**src/hw/rtl/assert_macros.svh**
```systemverilog
// Assertion helpers shared by the RTL.
`ifndef ASSERT_MACROS_SVH
`define ASSERT_MACROS_SVH

// Property must hold at every rising clock edge outside reset.
`define ASSERT_PROP(lbl, clk, rst_n, prop) \
  lbl: assert property (@(posedge clk) disable iff (!rst_n) (prop)) \
    else $error("assertion failed");

// Condition must never be seen at a rising clock edge outside reset.
`define ASSERT_NEVER(lbl, clk, rst_n, cond) \
  lbl: assert property (@(posedge clk) disable iff (!rst_n) !(cond)) \
    else $error("forbidden condition seen");

`endif

```
**src/hw/rtl/iaie_pkg.sv**
```systemverilog
package iaie_pkg;

  localparam int unsigned XLEN        = 32;
  localparam int unsigned REG_IDX_W   = 5;
  localparam int unsigned RF_DEPTH    = 32;
  localparam int unsigned IMM_W       = 16;

  localparam int unsigned IN_TDATA_W  = 32;
  // wrote(1) + dest_reg(5) + write_value(32) = 38, padded to whole bytes
  localparam int unsigned OUT_FIELD_W = 1 + REG_IDX_W + XLEN;
  localparam int unsigned OUT_TDATA_W = ((OUT_FIELD_W + 7) / 8) * 8;
  localparam int unsigned OUT_PAD_W   = OUT_TDATA_W - OUT_FIELD_W;

  localparam int unsigned QUEUE_DEPTH = 2;
  localparam int unsigned QPTR_W      = (QUEUE_DEPTH > 1) ? $clog2(QUEUE_DEPTH) : 1;
  localparam int unsigned QCNT_W      = $clog2(QUEUE_DEPTH + 1);

  // Top three opcode bits of the immediate ALU group
  localparam logic [2:0] GROUP_IMM = 3'b001;

  typedef enum logic [2:0] {
    OP_ADDI  = 3'b000,
    OP_ADDIU = 3'b001,
    OP_SLTI  = 3'b010,
    OP_SLTIU = 3'b011,
    OP_ANDI  = 3'b100,
    OP_ORI   = 3'b101,
    OP_XORI  = 3'b110,
    OP_LUI   = 3'b111
  } op_e;

  // Decoded instruction as held in the queue
  typedef struct packed {
    logic                 not_impl;
    op_e                  op;
    logic [REG_IDX_W-1:0] rs;
    logic [REG_IDX_W-1:0] rt;
    logic [IMM_W-1:0]     imm;
  } dec_t;

endpackage

```
**src/hw/rtl/immediate_alu_instruction_executor_core.sv**
```systemverilog
// Immediate ALU executor: takes one 32-bit instruction word per cycle on the
// slave stream while the queue has room, and returns one result word per
// instruction on the master stream, in order. Words whose top opcode bits are
// 001 (ADDI, ADDIU, SLTI, SLTIU, ANDI, ORI, XORI, LUI) read rs from a 32-entry
// register file, compute, and write rt; r0 stays zero, ADDI wraps without a
// trap. Any other opcode is flagged not implemented (tuser high) and writes
// nothing. The register file is all zero after reset. Sustained rate is one
// word per cycle while the master side takes every result word. An accepted
// word is written into the queue; the back stage, where register read and
// ALU are combinational, pops it when the output register is empty or being
// taken, writes rt back and loads the result word into the output register.
// Back-to-back dependent instructions need no forwarding. A two-entry queue
// between decode and execute, plus the output register, lets input and
// output stall independently; tready drops only once the queue is full behind
// a stalled output.
module immediate_alu_instruction_executor_core (
  input  logic                             clk_i,
  input  logic                             rst_ni,
  input  logic                             s_axis_tvalid_i,
  output logic                             s_axis_tready_o,
  // [31:0] instr_word
  input  logic [iaie_pkg::IN_TDATA_W-1:0]  s_axis_tdata_i,
  output logic                             m_axis_tvalid_o,
  input  logic                             m_axis_tready_i,
  // [0] wrote, [5:1] dest_reg, [37:6] write_value, [39:38] zero
  output logic [iaie_pkg::OUT_TDATA_W-1:0] m_axis_tdata_o,
  // [0] status: 0 executed, 1 not implemented
  output logic                             m_axis_tuser_o
);

  logic           push;
  iaie_pkg::dec_t push_entry;
  logic           q_full;
  logic           q_valid;
  logic           pop;
  iaie_pkg::dec_t q_entry;

  // Decode: classify opcode group, split register and immediate fields
  iaie_front u_front (
    .s_axis_tvalid_i (s_axis_tvalid_i),
    .s_axis_tready_o (s_axis_tready_o),
    .s_axis_tdata_i  (s_axis_tdata_i),
    .q_full_i        (q_full),
    .push_o          (push),
    .push_entry_o    (push_entry)
  );

  // Decoupling queue
  iaie_queue u_queue (
    .clk_i        (clk_i),
    .rst_ni       (rst_ni),
    .push_i       (push),
    .push_entry_i (push_entry),
    .full_o       (q_full),
    .pop_i        (pop),
    .valid_o      (q_valid),
    .pop_entry_o  (q_entry)
  );

  // Execute and writeback, result held in the output register
  iaie_back u_back (
    .clk_i           (clk_i),
    .rst_ni          (rst_ni),
    .q_valid_i       (q_valid),
    .q_entry_i       (q_entry),
    .pop_o           (pop),
    .m_axis_tvalid_o (m_axis_tvalid_o),
    .m_axis_tready_i (m_axis_tready_i),
    .m_axis_tdata_o  (m_axis_tdata_o),
    .m_axis_tuser_o  (m_axis_tuser_o)
  );

endmodule

```
**src/hw/rtl/iaie_front.sv**
```systemverilog
// Front end: takes instruction words and decodes them into queue entries.
module iaie_front (
  input  logic                                 s_axis_tvalid_i,
  output logic                                 s_axis_tready_o,
  input  logic [iaie_pkg::IN_TDATA_W-1:0]      s_axis_tdata_i,
  input  logic                                 q_full_i,
  output logic                                 push_o,
  output iaie_pkg::dec_t                       push_entry_o
);

  logic [2:0] group;

  assign group           = s_axis_tdata_i[31:29];
  assign s_axis_tready_o = !q_full_i;
  assign push_o          = s_axis_tvalid_i && !q_full_i;

  always_comb begin
    push_entry_o.not_impl = (group != iaie_pkg::GROUP_IMM);
    push_entry_o.op       = iaie_pkg::op_e'(s_axis_tdata_i[28:26]);
    push_entry_o.rs       = s_axis_tdata_i[25:21];
    push_entry_o.rt       = s_axis_tdata_i[20:16];
    push_entry_o.imm      = s_axis_tdata_i[15:0];
  end

endmodule

```
**src/hw/rtl/iaie_queue.sv**
```systemverilog
`include "assert_macros.svh"

// Small FIFO of decoded words between front and back.
module iaie_queue (
  input  logic           clk_i,
  input  logic           rst_ni,
  input  logic           push_i,
  input  iaie_pkg::dec_t push_entry_i,
  output logic           full_o,
  input  logic           pop_i,
  output logic           valid_o,
  output iaie_pkg::dec_t pop_entry_o
);

  iaie_pkg::dec_t                  mem_q [iaie_pkg::QUEUE_DEPTH];
  logic [iaie_pkg::QPTR_W-1:0]     wr_ptr_q, wr_ptr_d;
  logic [iaie_pkg::QPTR_W-1:0]     rd_ptr_q, rd_ptr_d;
  logic [iaie_pkg::QCNT_W-1:0]     count_q, count_d;

  localparam logic [iaie_pkg::QPTR_W-1:0] PtrLast =
    iaie_pkg::QPTR_W'(iaie_pkg::QUEUE_DEPTH - 1);
  localparam logic [iaie_pkg::QCNT_W-1:0] CntFull =
    iaie_pkg::QCNT_W'(iaie_pkg::QUEUE_DEPTH);

  assign full_o      = (count_q == CntFull);
  assign valid_o     = (count_q != '0);
  assign pop_entry_o = mem_q[rd_ptr_q];

  always_comb begin
    wr_ptr_d = wr_ptr_q;
    rd_ptr_d = rd_ptr_q;
    count_d  = count_q;
    if (push_i) begin
      wr_ptr_d = (wr_ptr_q == PtrLast) ? '0 : wr_ptr_q + 1'b1;
    end
    if (pop_i) begin
      rd_ptr_d = (rd_ptr_q == PtrLast) ? '0 : rd_ptr_q + 1'b1;
    end
    if (push_i && !pop_i) begin
      count_d = count_q + 1'b1;
    end else if (pop_i && !push_i) begin
      count_d = count_q - 1'b1;
    end
  end

  always_ff @(posedge clk_i or negedge rst_ni) begin
    if (!rst_ni) begin
      wr_ptr_q <= '0;
      rd_ptr_q <= '0;
      count_q  <= '0;
    end else begin
      wr_ptr_q <= wr_ptr_d;
      rd_ptr_q <= rd_ptr_d;
      count_q  <= count_d;
    end
  end

  always_ff @(posedge clk_i) begin
    if (push_i) begin
      mem_q[wr_ptr_q] <= push_entry_i;
    end
  end

  `ASSERT_NEVER(a_no_push_when_full, clk_i, rst_ni, push_i && full_o)
  `ASSERT_NEVER(a_no_pop_when_empty, clk_i, rst_ni, pop_i && !valid_o)

endmodule

```
**src/hw/rtl/iaie_back.sv**
```systemverilog
`include "assert_macros.svh"

// Back end: register file read, ALU, writeback and output register.
module iaie_back (
  input  logic                                 clk_i,
  input  logic                                 rst_ni,
  input  logic                                 q_valid_i,
  input  iaie_pkg::dec_t                       q_entry_i,
  output logic                                 pop_o,
  output logic                                 m_axis_tvalid_o,
  input  logic                                 m_axis_tready_i,
  output logic [iaie_pkg::OUT_TDATA_W-1:0]     m_axis_tdata_o,
  output logic                                 m_axis_tuser_o
);

  logic [iaie_pkg::XLEN-1:0]      rf_q [iaie_pkg::RF_DEPTH];
  logic [iaie_pkg::XLEN-1:0]      src_a;
  logic [iaie_pkg::XLEN-1:0]      sext;
  logic [iaie_pkg::XLEN-1:0]      zext;
  logic [iaie_pkg::XLEN-1:0]      alu_res;
  logic                           wr_en;

  logic                           out_vld_q, out_vld_d;
  logic                           status_q, status_d;
  logic                           wrote_q, wrote_d;
  logic [iaie_pkg::REG_IDX_W-1:0] dest_q, dest_d;
  logic [iaie_pkg::XLEN-1:0]      value_q, value_d;

  assign pop_o = q_valid_i && (!out_vld_q || m_axis_tready_i);

  assign src_a = rf_q[q_entry_i.rs];
  assign sext  = {{(iaie_pkg::XLEN - iaie_pkg::IMM_W){q_entry_i.imm[iaie_pkg::IMM_W-1]}},
                  q_entry_i.imm};
  assign zext  = {{(iaie_pkg::XLEN - iaie_pkg::IMM_W){1'b0}}, q_entry_i.imm};

  always_comb begin
    case (q_entry_i.op)
      iaie_pkg::OP_ADDI,
      iaie_pkg::OP_ADDIU: alu_res = src_a + sext;  // wraps, no overflow trap
      iaie_pkg::OP_SLTI:  alu_res = {{(iaie_pkg::XLEN-1){1'b0}},
                                     ($signed(src_a) < $signed(sext))};
      iaie_pkg::OP_SLTIU: alu_res = {{(iaie_pkg::XLEN-1){1'b0}}, (src_a < sext)};
      iaie_pkg::OP_ANDI:  alu_res = src_a & zext;
      iaie_pkg::OP_ORI:   alu_res = src_a | zext;
      iaie_pkg::OP_XORI:  alu_res = src_a ^ zext;
      iaie_pkg::OP_LUI:   alu_res = {q_entry_i.imm,
                                     {(iaie_pkg::XLEN - iaie_pkg::IMM_W){1'b0}}};
      default:            alu_res = '0;
    endcase
  end

  // r0 is never written and so reads zero for ever
  assign wr_en = pop_o && !q_entry_i.not_impl && (q_entry_i.rt != '0);

  always_comb begin
    out_vld_d = out_vld_q;
    status_d  = status_q;
    wrote_d   = wrote_q;
    dest_d    = dest_q;
    value_d   = value_q;
    if (out_vld_q && m_axis_tready_i) begin
      out_vld_d = 1'b0;
    end
    if (pop_o) begin
      out_vld_d = 1'b1;
      status_d  = q_entry_i.not_impl;
      wrote_d   = wr_en;
      dest_d    = q_entry_i.not_impl ? '0 : q_entry_i.rt;
      value_d   = wr_en ? alu_res : '0;
    end
  end

  always_ff @(posedge clk_i or negedge rst_ni) begin
    if (!rst_ni) begin
      out_vld_q <= 1'b0;
    end else begin
      out_vld_q <= out_vld_d;
    end
  end

  always_ff @(posedge clk_i) begin
    status_q <= status_d;
    wrote_q  <= wrote_d;
    dest_q   <= dest_d;
    value_q  <= value_d;
  end

  always_ff @(posedge clk_i or negedge rst_ni) begin
    if (!rst_ni) begin
      for (int i = 0; i < iaie_pkg::RF_DEPTH; i++) begin
        rf_q[i] <= '0;
      end
    end else if (wr_en) begin
      rf_q[q_entry_i.rt] <= alu_res;
    end
  end

  assign m_axis_tvalid_o = out_vld_q;
  assign m_axis_tuser_o  = status_q;
  assign m_axis_tdata_o  = {{iaie_pkg::OUT_PAD_W{1'b0}}, value_q, dest_q, wrote_q};

  `ASSERT_NEVER(a_r0_zero, clk_i, rst_ni, rf_q[0] != '0)
  `ASSERT_PROP(a_wb_matches_out, clk_i, rst_ni,
    pop_o |=> (wrote_q == 1'b0) || (rf_q[dest_q] == value_q))
  `ASSERT_NEVER(a_no_write_on_unimpl, clk_i, rst_ni,
    out_vld_q && status_q && (wrote_q || (value_q != '0)))

endmodule

```
**config.mk**
```make
export PLATFORM = sky130hd
export DESIGN_NAME = immediate_alu_instruction_executor_core
export DESIGN_NICKNAME = d
export VERILOG_FILES = /design/src/hw/rtl/iaie_pkg.sv /design/src/hw/rtl/immediate_alu_instruction_executor_core.sv /design/src/hw/rtl/iaie_front.sv /design/src/hw/rtl/iaie_queue.sv /design/src/hw/rtl/iaie_back.sv
export VERILOG_INCLUDE_DIRS = /design/src /design/src/hw/rtl
export SDC_FILE = /design/constraint.sdc
export NUM_CORES = 2
export LEC_CHECK = 0
export BUFFER_PORTS_ARGS = -buffer_cell sky130_fd_sc_hd__buf_2
export CAP_MARGIN = 20
export CORE_AREA = 2 2 454 343
export CTS_BUF_LIST = sky130_fd_sc_hd__clkbuf_4 sky130_fd_sc_hd__clkbuf_8 sky130_fd_sc_hd__clkbuf_16
export DETAILED_ROUTE_END_ITERATION = 6
export DIE_AREA = 0 0 456 345
export HOLD_SLACK_MARGIN = 0.05
export PLACE_DENSITY = 0.57
export REMOVE_ABC_BUFFERS = 1
export SYNTH_ARGS = -nofsm -noshare
export SYNTH_HDL_FRONTEND = slang
export SYNTH_SLANG_ARGS = --single-unit
```
**constraint.sdc**
```tcl
create_clock -name clk_i -period 9.81 [get_ports clk_i]
set_input_delay 1.4715 -clock clk_i [delete_from_list [all_inputs] [get_ports clk_i]]
set_output_delay 1.4715 -clock clk_i [all_outputs]
set_load 0.1 [all_outputs]
```
== After elaboration in Yosys (flattened, before gate mapping) ==
Memories as Yosys holds them, arrays and structs flattened.
Cells that the tools add are included.
Storage, ports and cells
  bits in registers: 1068
  bits in latches: 0
  bits in writable memories: 60
  bits in read-only memories: 0
  input bits: 36
  output and inout port bits: 43
  logic and storage cells: 100
  memories: 1
Memory list
  u_queue.mem_q: depth 2, width 30, read ports 1, clocked after memory_dff 0, wr ports 1, RTL line iaie_queue.sv:15  | iaie_pkg::dec_t mem_q [iaie_pkg::QUEUE_DEPTH];
Cells by class
  $add $sub $neg: 5
  multiply operators: 0
  divide/modulo/power cells: 0
  $lt $le $gt $ge: 5
  eq/ne operators: 9
  shift-type cells: 0
  multiplexer cells: 15
  bitwise logic cells: 5
  reductions and logical operators: 20
Operator list (number)
  $bwmux W1024: 1
  $pmux W32 S7: 1
  $bmux W32 S5: 1
  $demux W32 S5: 1
  $mux W32: 3
  $add A32 B32 Y32: 1
  $and A32 B16 Y32: 1
  $lt A32 B16 Y1: 1
  $lt A32 B32 Y1: 1
  $or A32 B16 Y32: 1
  $xor A32 B16 Y32: 1
  $eq A3 B3 Y1 const B: 4
  $ge A6 B6 Y1 const B: 2
  $not A5 Y6: 2
  $logic_and A1 B1 Y1: 8
  $eq A3 B2 Y1 const B: 2
  $lt A6 B1 Y1 const B: 1
  $mux W1: 6
  $reduce_bool A2 Y1: 3
  $logic_not A1 Y1: 5
  $reduce_bool A5 Y1: 1
  $mux W2: 2
  $eq A3 B1 Y1 const B: 1
  $logic_not A3 Y1: 1
  7 further kinds: 8

== Logic depth before layout (Yosys ltp) ==
An unclocked memory read counts as a cell.
  depth in word-level cells: 8
  gate-level depth with buffers: 27
  mapped depth without buffers: 18

== By module ==
From an unflattened synthesis, not the netlist that was laid out.
Unflattened totals
  cell total of the unflattened synthesis: 4730
  area total of the unflattened synthesis: 52487.8 um2
Modules (own cells, without submodules)
  iaie_back: instances 1, cells each 4589, area an instance 49889.1 um2, sequential area each 26820.7 um2
  iaie_queue: instances 1, cells each 109, area an instance 2362.3 um2, sequential area each 1901.8 um2
  iaie_front: instances 1, cells each 32, area an instance 236.5 um2, sequential area each 0.0 um2

== Worst setup path after synthesis ==
No wires, ideal clock.
  path type: flip-flop to flip-flop
  from: memory u_queue.mem_q[0][23] (netlist name)
  to: register u_back.value_q[18] (netlist name) (data pin)
  library setup time: 266 ps
  data arrival time: 5823 ps
  data required time: 9544 ps
  setup slack: 3721 ps
  cell stages (with the launch flop): 25
  buffers on the path: 8
  clock period less this slack: 6089 ps
  cells stage by stage: edfxtp_1 > clkbuf_1 > mux2_2 > buf_2 > buf_1 > clkbuf_1 > clkbuf_1 > clkbuf_1 > clkbuf_1 > nand2_1 > a31oi_1 > mux2i_1 > inv_1 > ha_1 > inv_1 > fa_1 > o21ba_2 > or4_1 > a211oi_1 > o311ai_1 > o31ai_1 > xnor2_1 > a221oi_1 > buf_2 > nor2_1
On the way
  word-level cells in the longest chain between the ends: 7
  elaborated cells between the ends (all ways): 10
  those cells by class: add/sub (1); mux (4); bitwise (4); memory (1)
RTL lines
  start, declared: RTL line iaie_queue.sv:15
  $mem_v2 Z2 W30 *
  $not A5 Y6 (not written as such) *: RTL line iaie_back.sv:31  | assign src_a = rf_q[q_entry_i.rs];
  $bmux W32 S5 *: RTL line iaie_back.sv:31
  $mux W32 (not written as such) * (2 in series): RTL line iaie_back.sv:31
  $add A32 B32 Y32, or another cell as far along: RTL line iaie_back.sv:39  | iaie_pkg::OP_ADDIU: alu_res = src_a + sext;
  $pmux W32 S7 *: RTL line iaie_back.sv:37  | case (q_entry_i.op)
  end signal, assigned: RTL line iaie_back.sv:85  | value_q <= value_d;
  end, declared: RTL line iaie_back.sv:27  | logic [iaie_pkg::XLEN-1:0] value_q, value_d;
Every way passes the cells marked *; elsewhere a longest branch is shown, timed or not. The select of a mux whose other input is x is not followed.
A chain may end at the register's enable or synchronous reset.

== Worst setup path after layout ==
  from: register u_queue.rd_ptr_q
  to: register u_back.rf_q[498] (netlist name)
On the way
  word-level cells in the longest chain between the ends: 8
  elaborated cells between the ends (all ways): 30
  those cells by class: add/sub (1); order compare (2); eq/ne (7); mux (7); bitwise (5); reduce/logical (7); memory (1)
RTL lines
  start, declared: RTL line iaie_queue.sv:17  | logic [iaie_pkg::QPTR_W-1:0] rd_ptr_q, rd_ptr_d;
  start signal, assigned: RTL line iaie_queue.sv:53  | rd_ptr_q <= rd_ptr_d;
  $mem_v2 Z2 W30 *
  $not A5 Y6 (not written as such): RTL line iaie_back.sv:31
  $bmux W32 S5: RTL line iaie_back.sv:31
  $mux W32 (not written as such) (2 in series): RTL line iaie_back.sv:31
  $add A32 B32 Y32, or another cell as far along: RTL line iaie_back.sv:39
  $pmux W32 S7: RTL line iaie_back.sv:37
  $bwmux W1024: RTL line iaie_back.sv:94  | rf_q[q_entry_i.rt] <= alu_res;
  end signal, assigned by index: RTL line iaie_back.sv:94
  end, declared: RTL line iaie_back.sv:16  | logic [iaie_pkg::XLEN-1:0] rf_q [iaie_pkg::RF_DEPTH];
Marks and branches as above.

==> report_table.html <==
<table>
<tr><th>Metric</th><th>Value</th></tr>
<tr><th colspan="2">Layout</th></tr>
<tr><td>Layout cells sized above 1</td><td>14.2%</td></tr>
<tr><td>Final instance area</td><td>between 0.05 and 0.06 sq mm</td></tr>
<tr><td>Final core utilization</td><td>between 30% and 40%</td></tr>
<tr><td>Net count reported at finish</td><td>roughly 5300</td></tr>
<tr><td>Fillers</td><td>about 15000</td></tr>
<tr><td>Syn-to-layout area delta</td><td>12.5%</td></tr>
<tr><th colspan="2">Setup path</th></tr>
<tr><td>Setup slack of the worst register-to-register path</td><td>about 1900 ps</td></tr>
<tr><td>Crit path top cell by count</td><td>sky130_fd_sc_hd__inv_1</td></tr>
<tr><td>Critical path capture point</td><td>u_back.rf_q[498]</td></tr>
<tr><td>Cell breakdown of the critical path</td><td>mux2_8 -&gt; mux4_2 -&gt; nand2_1 -&gt; and3_1 -&gt; a31oi_1 -&gt; mux2i_1 -&gt; inv_1 -&gt; ha_1 -&gt; inv_1 -&gt; fa_1 -&gt; o21ba_2 -&gt; or4_1 -&gt; a211oi_1 -&gt; o311ai_1 -&gt; o31ai_1 -&gt; xnor2_1 -&gt; a221oi_4 -&gt; buf_4 -&gt; o21ai_0</td></tr>
<tr><td>Crit-path slowest cell</td><td>sky130_fd_sc_hd__a221oi_4</td></tr>
<tr><td>Required time of the worst setup path</td><td>just over 10000 ps</td></tr>
<tr><td>Endpoint type of the worst setup path</td><td>flip-flop</td></tr>
<tr><td>Maximum fanout along the worst path</td><td>56</td></tr>
<tr><td>Start point of the critical path</td><td>u_queue.rd_ptr_q</td></tr>
<tr><td>Worst path bufs/invs</td><td>3</td></tr>
<tr><td>Depth of the worst register-to-register path</td><td>19</td></tr>
<tr><td>End of the worst register-to-register path</td><td>u_back.rf_q[498]</td></tr>
<tr><td>Reg-to-reg startpoint</td><td>u_queue.rd_ptr_q</td></tr>
<tr><td>Sort of element at the start of the critical path</td><td>flip-flop</td></tr>
<tr><td>Start-to-end type of the worst setup path</td><td>flip-flop to flip-flop</td></tr>
<tr><td>CP peak stage delay</td><td>around 1100 ps</td></tr>
<tr><td>Critical path arrival</td><td>approximately 8500 ps</td></tr>
<tr><td>Cell type group with the largest total delay on the critical path</td><td>compound AO/OA/AOI/OAI gates</td></tr>
<tr><td>Number of gates on the worst path with buffers counted</td><td>19</td></tr>
<tr><th colspan="2">Power and ir drop</th></tr>
<tr><td>Static power due to leakage</td><td>~26 nW</td></tr>
<tr><td>Max VDD drop</td><td>264 uV</td></tr>
<tr><td>Power per cell area</td><td>approximately 350 mW/mm^2</td></tr>
<tr><th colspan="2">Global routing</th></tr>
<tr><td>Pin count of the biggest net entering global routing</td><td>170</td></tr>
<tr><td>All-Layer GR Usage</td><td>between 20% and 30%</td></tr>
<tr><td>Via count of the first global-routing pass</td><td>38700</td></tr>
<tr><td>Congestion Overflow GR</td><td>0</td></tr>
<tr><td>Wire length of the first global-routing pass</td><td>~270000 microns</td></tr>
<tr><td>Initial antenna violation count</td><td>6</td></tr>
<tr><th colspan="2">Logic synthesis</th></tr>
<tr><td>Post-synth top area cell</td><td>sky130_fd_sc_hd__dfrtp_1</td></tr>
<tr><td>Post-synthesis instance area</td><td>0.0533 sq mm</td></tr>
<tr><td>Fraction of synthesized cell area in xor and xnor cells</td><td>0.411%</td></tr>
<tr><td>Total of flip-flops plus latches after synthesis</td><td>between 1000 and 1500</td></tr>
<tr><td>Share of the synthesized area in compound gates (AO/OA/AOI/OAI)</td><td>around 16%</td></tr>
<tr><td>Most common flop cell mapped by yosys</td><td>sky130_fd_sc_hd__dfrtp_1</td></tr>
<tr><td>Unique masters post-synth</td><td>84</td></tr>
<tr><td>Main combinational cell family by area after synthesis</td><td>compound AO/OA/AOI/OAI gates</td></tr>
<tr><td>Count of yosys warnings during synthesis</td><td>0</td></tr>
<tr><td>Post-synthesis instance total</td><td>approximately 5400</td></tr>
<tr><td>Share of synthesized area spent on multiplexers</td><td>10.3%</td></tr>
<tr><td>Post-Synth Adder-Cell Area</td><td>1.92%</td></tr>
<tr><td>Top-area cell type share of the netlist area</td><td>48.3%</td></tr>
<tr><td>Most frequent cell after synthesis</td><td>sky130_fd_sc_hd__nand2_1</td></tr>
<tr><td>Synth async-reset ratio</td><td>about nine tenths</td></tr>
<tr><td>Most used standard cells in the synthesized netlist</td><td>sky130_fd_sc_hd__nand2_1, sky130_fd_sc_hd__dfrtp_1, sky130_fd_sc_hd__o21ai_0</td></tr>
<tr><td>Average instance area after synthesis</td><td>between 9 and 10 sq um</td></tr>
<tr><td>Fraction of the yosys area taken by sequential cells</td><td>53.9%</td></tr>
<tr><td>Main area contributors after synthesis</td><td>sky130_fd_sc_hd__dfrtp_1, sky130_fd_sc_hd__nand2_1, sky130_fd_sc_hd__o21ai_0, sky130_fd_sc_hd__mux4_2, sky130_fd_sc_hd__edfxtp_1</td></tr>
<tr><td>Synthesized-area fraction occupied by and/or/nand/nor cells</td><td>13.1%</td></tr>
<tr><td>Number of synthesized flops with an enable pin</td><td>just under 100</td></tr>
<tr><th colspan="2">Routing</th></tr>
<tr><td>Initial detailed-routing violation count</td><td>roughly 4400</td></tr>
<tr><td>Number of antenna-violating nets in the routed design</td><td>0</td></tr>
<tr><td>DR vias</td><td>40400</td></tr>
<tr><td>Detailed-route wire length per cell</td><td>between 20 and 25 microns</td></tr>
<tr><td>Final wirelength</td><td>between 150000 and 200000 microns</td></tr>
<tr><td>Post-detailed-route via-to-cell ratio</td><td>5.53</td></tr>
<tr><td>DR DRC count</td><td>8</td></tr>
<tr><td>First-pass detailed-route iteration total</td><td>7</td></tr>
<tr><th colspan="2">Status</th></tr>
<tr><td>Violations in the final reports</td><td>DRC</td></tr>
<tr><td>Outcome</td><td>complete, but fails checks</td></tr>
<tr><th colspan="2">Die</th></tr>
<tr><td>Top-level I/O count</td><td>just under 80</td></tr>
<tr><td>Die Outline Area</td><td>around 0.16 sq mm</td></tr>
<tr><td>Die span in x</td><td>~460 microns</td></tr>
<tr><td>Initial core utilization</td><td>between 30% and 40%</td></tr>
<tr><td>Number of cell rows</td><td>about 130</td></tr>
<tr><td>Chip height</td><td>around 350 microns</td></tr>
<tr><td>Area of the placeable core</td><td>~0.15 sq mm</td></tr>
<tr><th colspan="2">Clock tree</th></tr>
<tr><td>Later-pin clock latency in the skew report</td><td>760 ps</td></tr>
<tr><td>Cts bufs inserted</td><td>113</td></tr>
<tr><td>Number of buffers on the longest clock path</td><td>3</td></tr>
<tr><td>Clock transition at the register clock pins on the worst setup and hold paths after CTS</td><td>~70 ps</td></tr>
<tr><td>Number of buffers inserted for hold repair after clock tree synthesis</td><td>0</td></tr>
<tr><td>Cell at the root of the clock tree</td><td>sky130_fd_sc_hd__clkbuf_16</td></tr>
<tr><td>H-Tree Level Count</td><td>3</td></tr>
<tr><td>Sinks on Clock Net</td><td>1128</td></tr>
<tr><td>Resized Gates After CTS</td><td>0</td></tr>
<tr><td>TritonCTS clock tree</td><td>yes</td></tr>
<tr><td>Post-CTS Setup Repair Bufs</td><td>0</td></tr>
<tr><th colspan="2">Placement</th></tr>
<tr><td>DP Worst Slack</td><td>about 2000 ps</td></tr>
<tr><td>Last weighted congestion value of the routability-driven placer</td><td>between 0.9 and 1</td></tr>
<tr><td>Placed instance area</td><td>about 0.056 sq mm</td></tr>
<tr><td>IO Port Bufs</td><td>76</td></tr>
<tr><td>HPWL after detailed placement</td><td>around 110000 microns</td></tr>
<tr><th colspan="2">STA</th></tr>
<tr><td>Setup clock skew after layout</td><td>around 43 ps</td></tr>
<tr><td>Achievable clock frequency</td><td>roughly 130 MHz</td></tr>
<tr><td>Minimum clock period</td><td>just under 8000 ps</td></tr>
<tr><td>Final hold violation count</td><td>0</td></tr>
<tr><td>Relative slew slack</td><td>12.7%</td></tr>
<tr><td>Count of final max-slew check failures</td><td>0</td></tr>
<tr><td>Actual slew at the worst max-slew pin</td><td>between 1000 and 1500 ps</td></tr>
<tr><td>Portion of the clock cycle consumed by the worst path in the final layout</td><td>80.9%</td></tr>
<tr><td>PnR worst setup slack</td><td>roughly 1900 ps</td></tr>
<tr><td>Setup-violating endpoint count in the final report</td><td>0</td></tr>
<tr><td>RSZ-0062 raised after global routing</td><td>false</td></tr>
<tr><td>Setup total negative slack</td><td>0 ps</td></tr>
<tr><th colspan="2">Worst hold path</th></tr>
<tr><td>Start point of the worst hold path</td><td>u_back.rf_q[1013]</td></tr>
<tr><td>Class of the tightest hold or removal check</td><td>flip-flop to flip-flop</td></tr>
<tr><td>Min-Delay Path Depth</td><td>0</td></tr>
<tr><th colspan="2">Flow run</th></tr>
<tr><td>Max-capacitance violation count</td><td>0</td></tr>
</table>
## state kept, by name, indices dropped and copies added (netlist names)
signal / flops
u_queue.count_q: 2
u_queue.wr_ptr_q: 1
u_back.rf_q: 1024
u_queue.mem_q: 60
u_back.wrote_q: 1
u_back.m_axis_tvalid_o: 1
u_back.value_q: 32
u_back.m_axis_tuser_o: 1
u_queue.rd_ptr_q: 1
u_back.dest_q: 5
## per-stage QoR
step                      total power [mW]  hold slack, ps  cells
after floorplan                       12.2             349   4852
after global placement                15.8             360   7083
after detailed placement              15.9             363   7084
after CTS                             20.6             377   7295
after global routing                  21.9             382   7305
final                                 20.8             373   7310
## kinds of logic (layout without fill, tap and decap cells)
group           count (synthesis)  after routing
buf+inv                       583            495
fa+ha+maj                      81             81
other cells                     1             12
simple gates                 1715           1715
xor+xnor                       25             25
flops                        1128           1128
compound gates               1508           1508
mux                           314            314
## area by class of cell
type                       count  area, sq um  share of cell area (%)
antenna                       10         25.0                  0.0418
tap                         2032         2540                    4.24
inverter                      79          297                   0.495
multi-input combinational   3645        22700                    37.9
sequential                  1128        28700                    48.0
clock buffer                 170         3480                    5.80
timing repair buffer         205         1540                    2.58
clock inverter                41          597                   0.996
## cells in the final DEF (no fill, tap or decap), types with 49 or more instances in the layout
master                      count
sky130_fd_sc_hd__mux4_2       182
sky130_fd_sc_hd__ha_1          80
sky130_fd_sc_hd__a21oi_1      161
sky130_fd_sc_hd__buf_4        116
sky130_fd_sc_hd__o21ai_0      895
sky130_fd_sc_hd__dfrtp_1     1028
sky130_fd_sc_hd__mux2i_1       75
sky130_fd_sc_hd__inv_1         78
sky130_fd_sc_hd__nand2_1     1223
sky130_fd_sc_hd__buf_2         75
sky130_fd_sc_hd__nand3_1       49
sky130_fd_sc_hd__o21ai_1       96
sky130_fd_sc_hd__nor2_1       239
sky130_fd_sc_hd__a31oi_1       68
sky130_fd_sc_hd__edfxtp_1      99
sky130_fd_sc_hd__clkbuf_16    117
## power by group
group / total (mW) / leakage (nW) / internal (mW) / switching [mW]
clock network: 4.71 / 2.05 / 2.75 / 1.95
registers: 6.65 / 15.1 / 5.96 / 0.693
logic: 9.45 / 8.68 / 2.74 / 6.71
total: 20.8 / 25.8 / 11.4 / 9.36
## routing by layer
layer	global-route usage (%)	vias to the layer above	wire (microns)
li1	-	18300	-
met1	33.4	20300	81400
met5	0	-	34
met2	32.0	1512	75000
met4	4.99	6	3980
met3	6.01	235	16800
## worst min-delay path by stage
stage | endpoint
final | u_back.rf_q[1013]
after floorplan | u_back.rf_q[1000]
after global routing | u_back.rf_q[1014]
after global placement | u_back.rf_q[1022]
after detailed placement | u_back.rf_q[1016]
after CTS | u_back.rf_q[1020]
No activity file was read; power rests on OpenSTA's default activity.
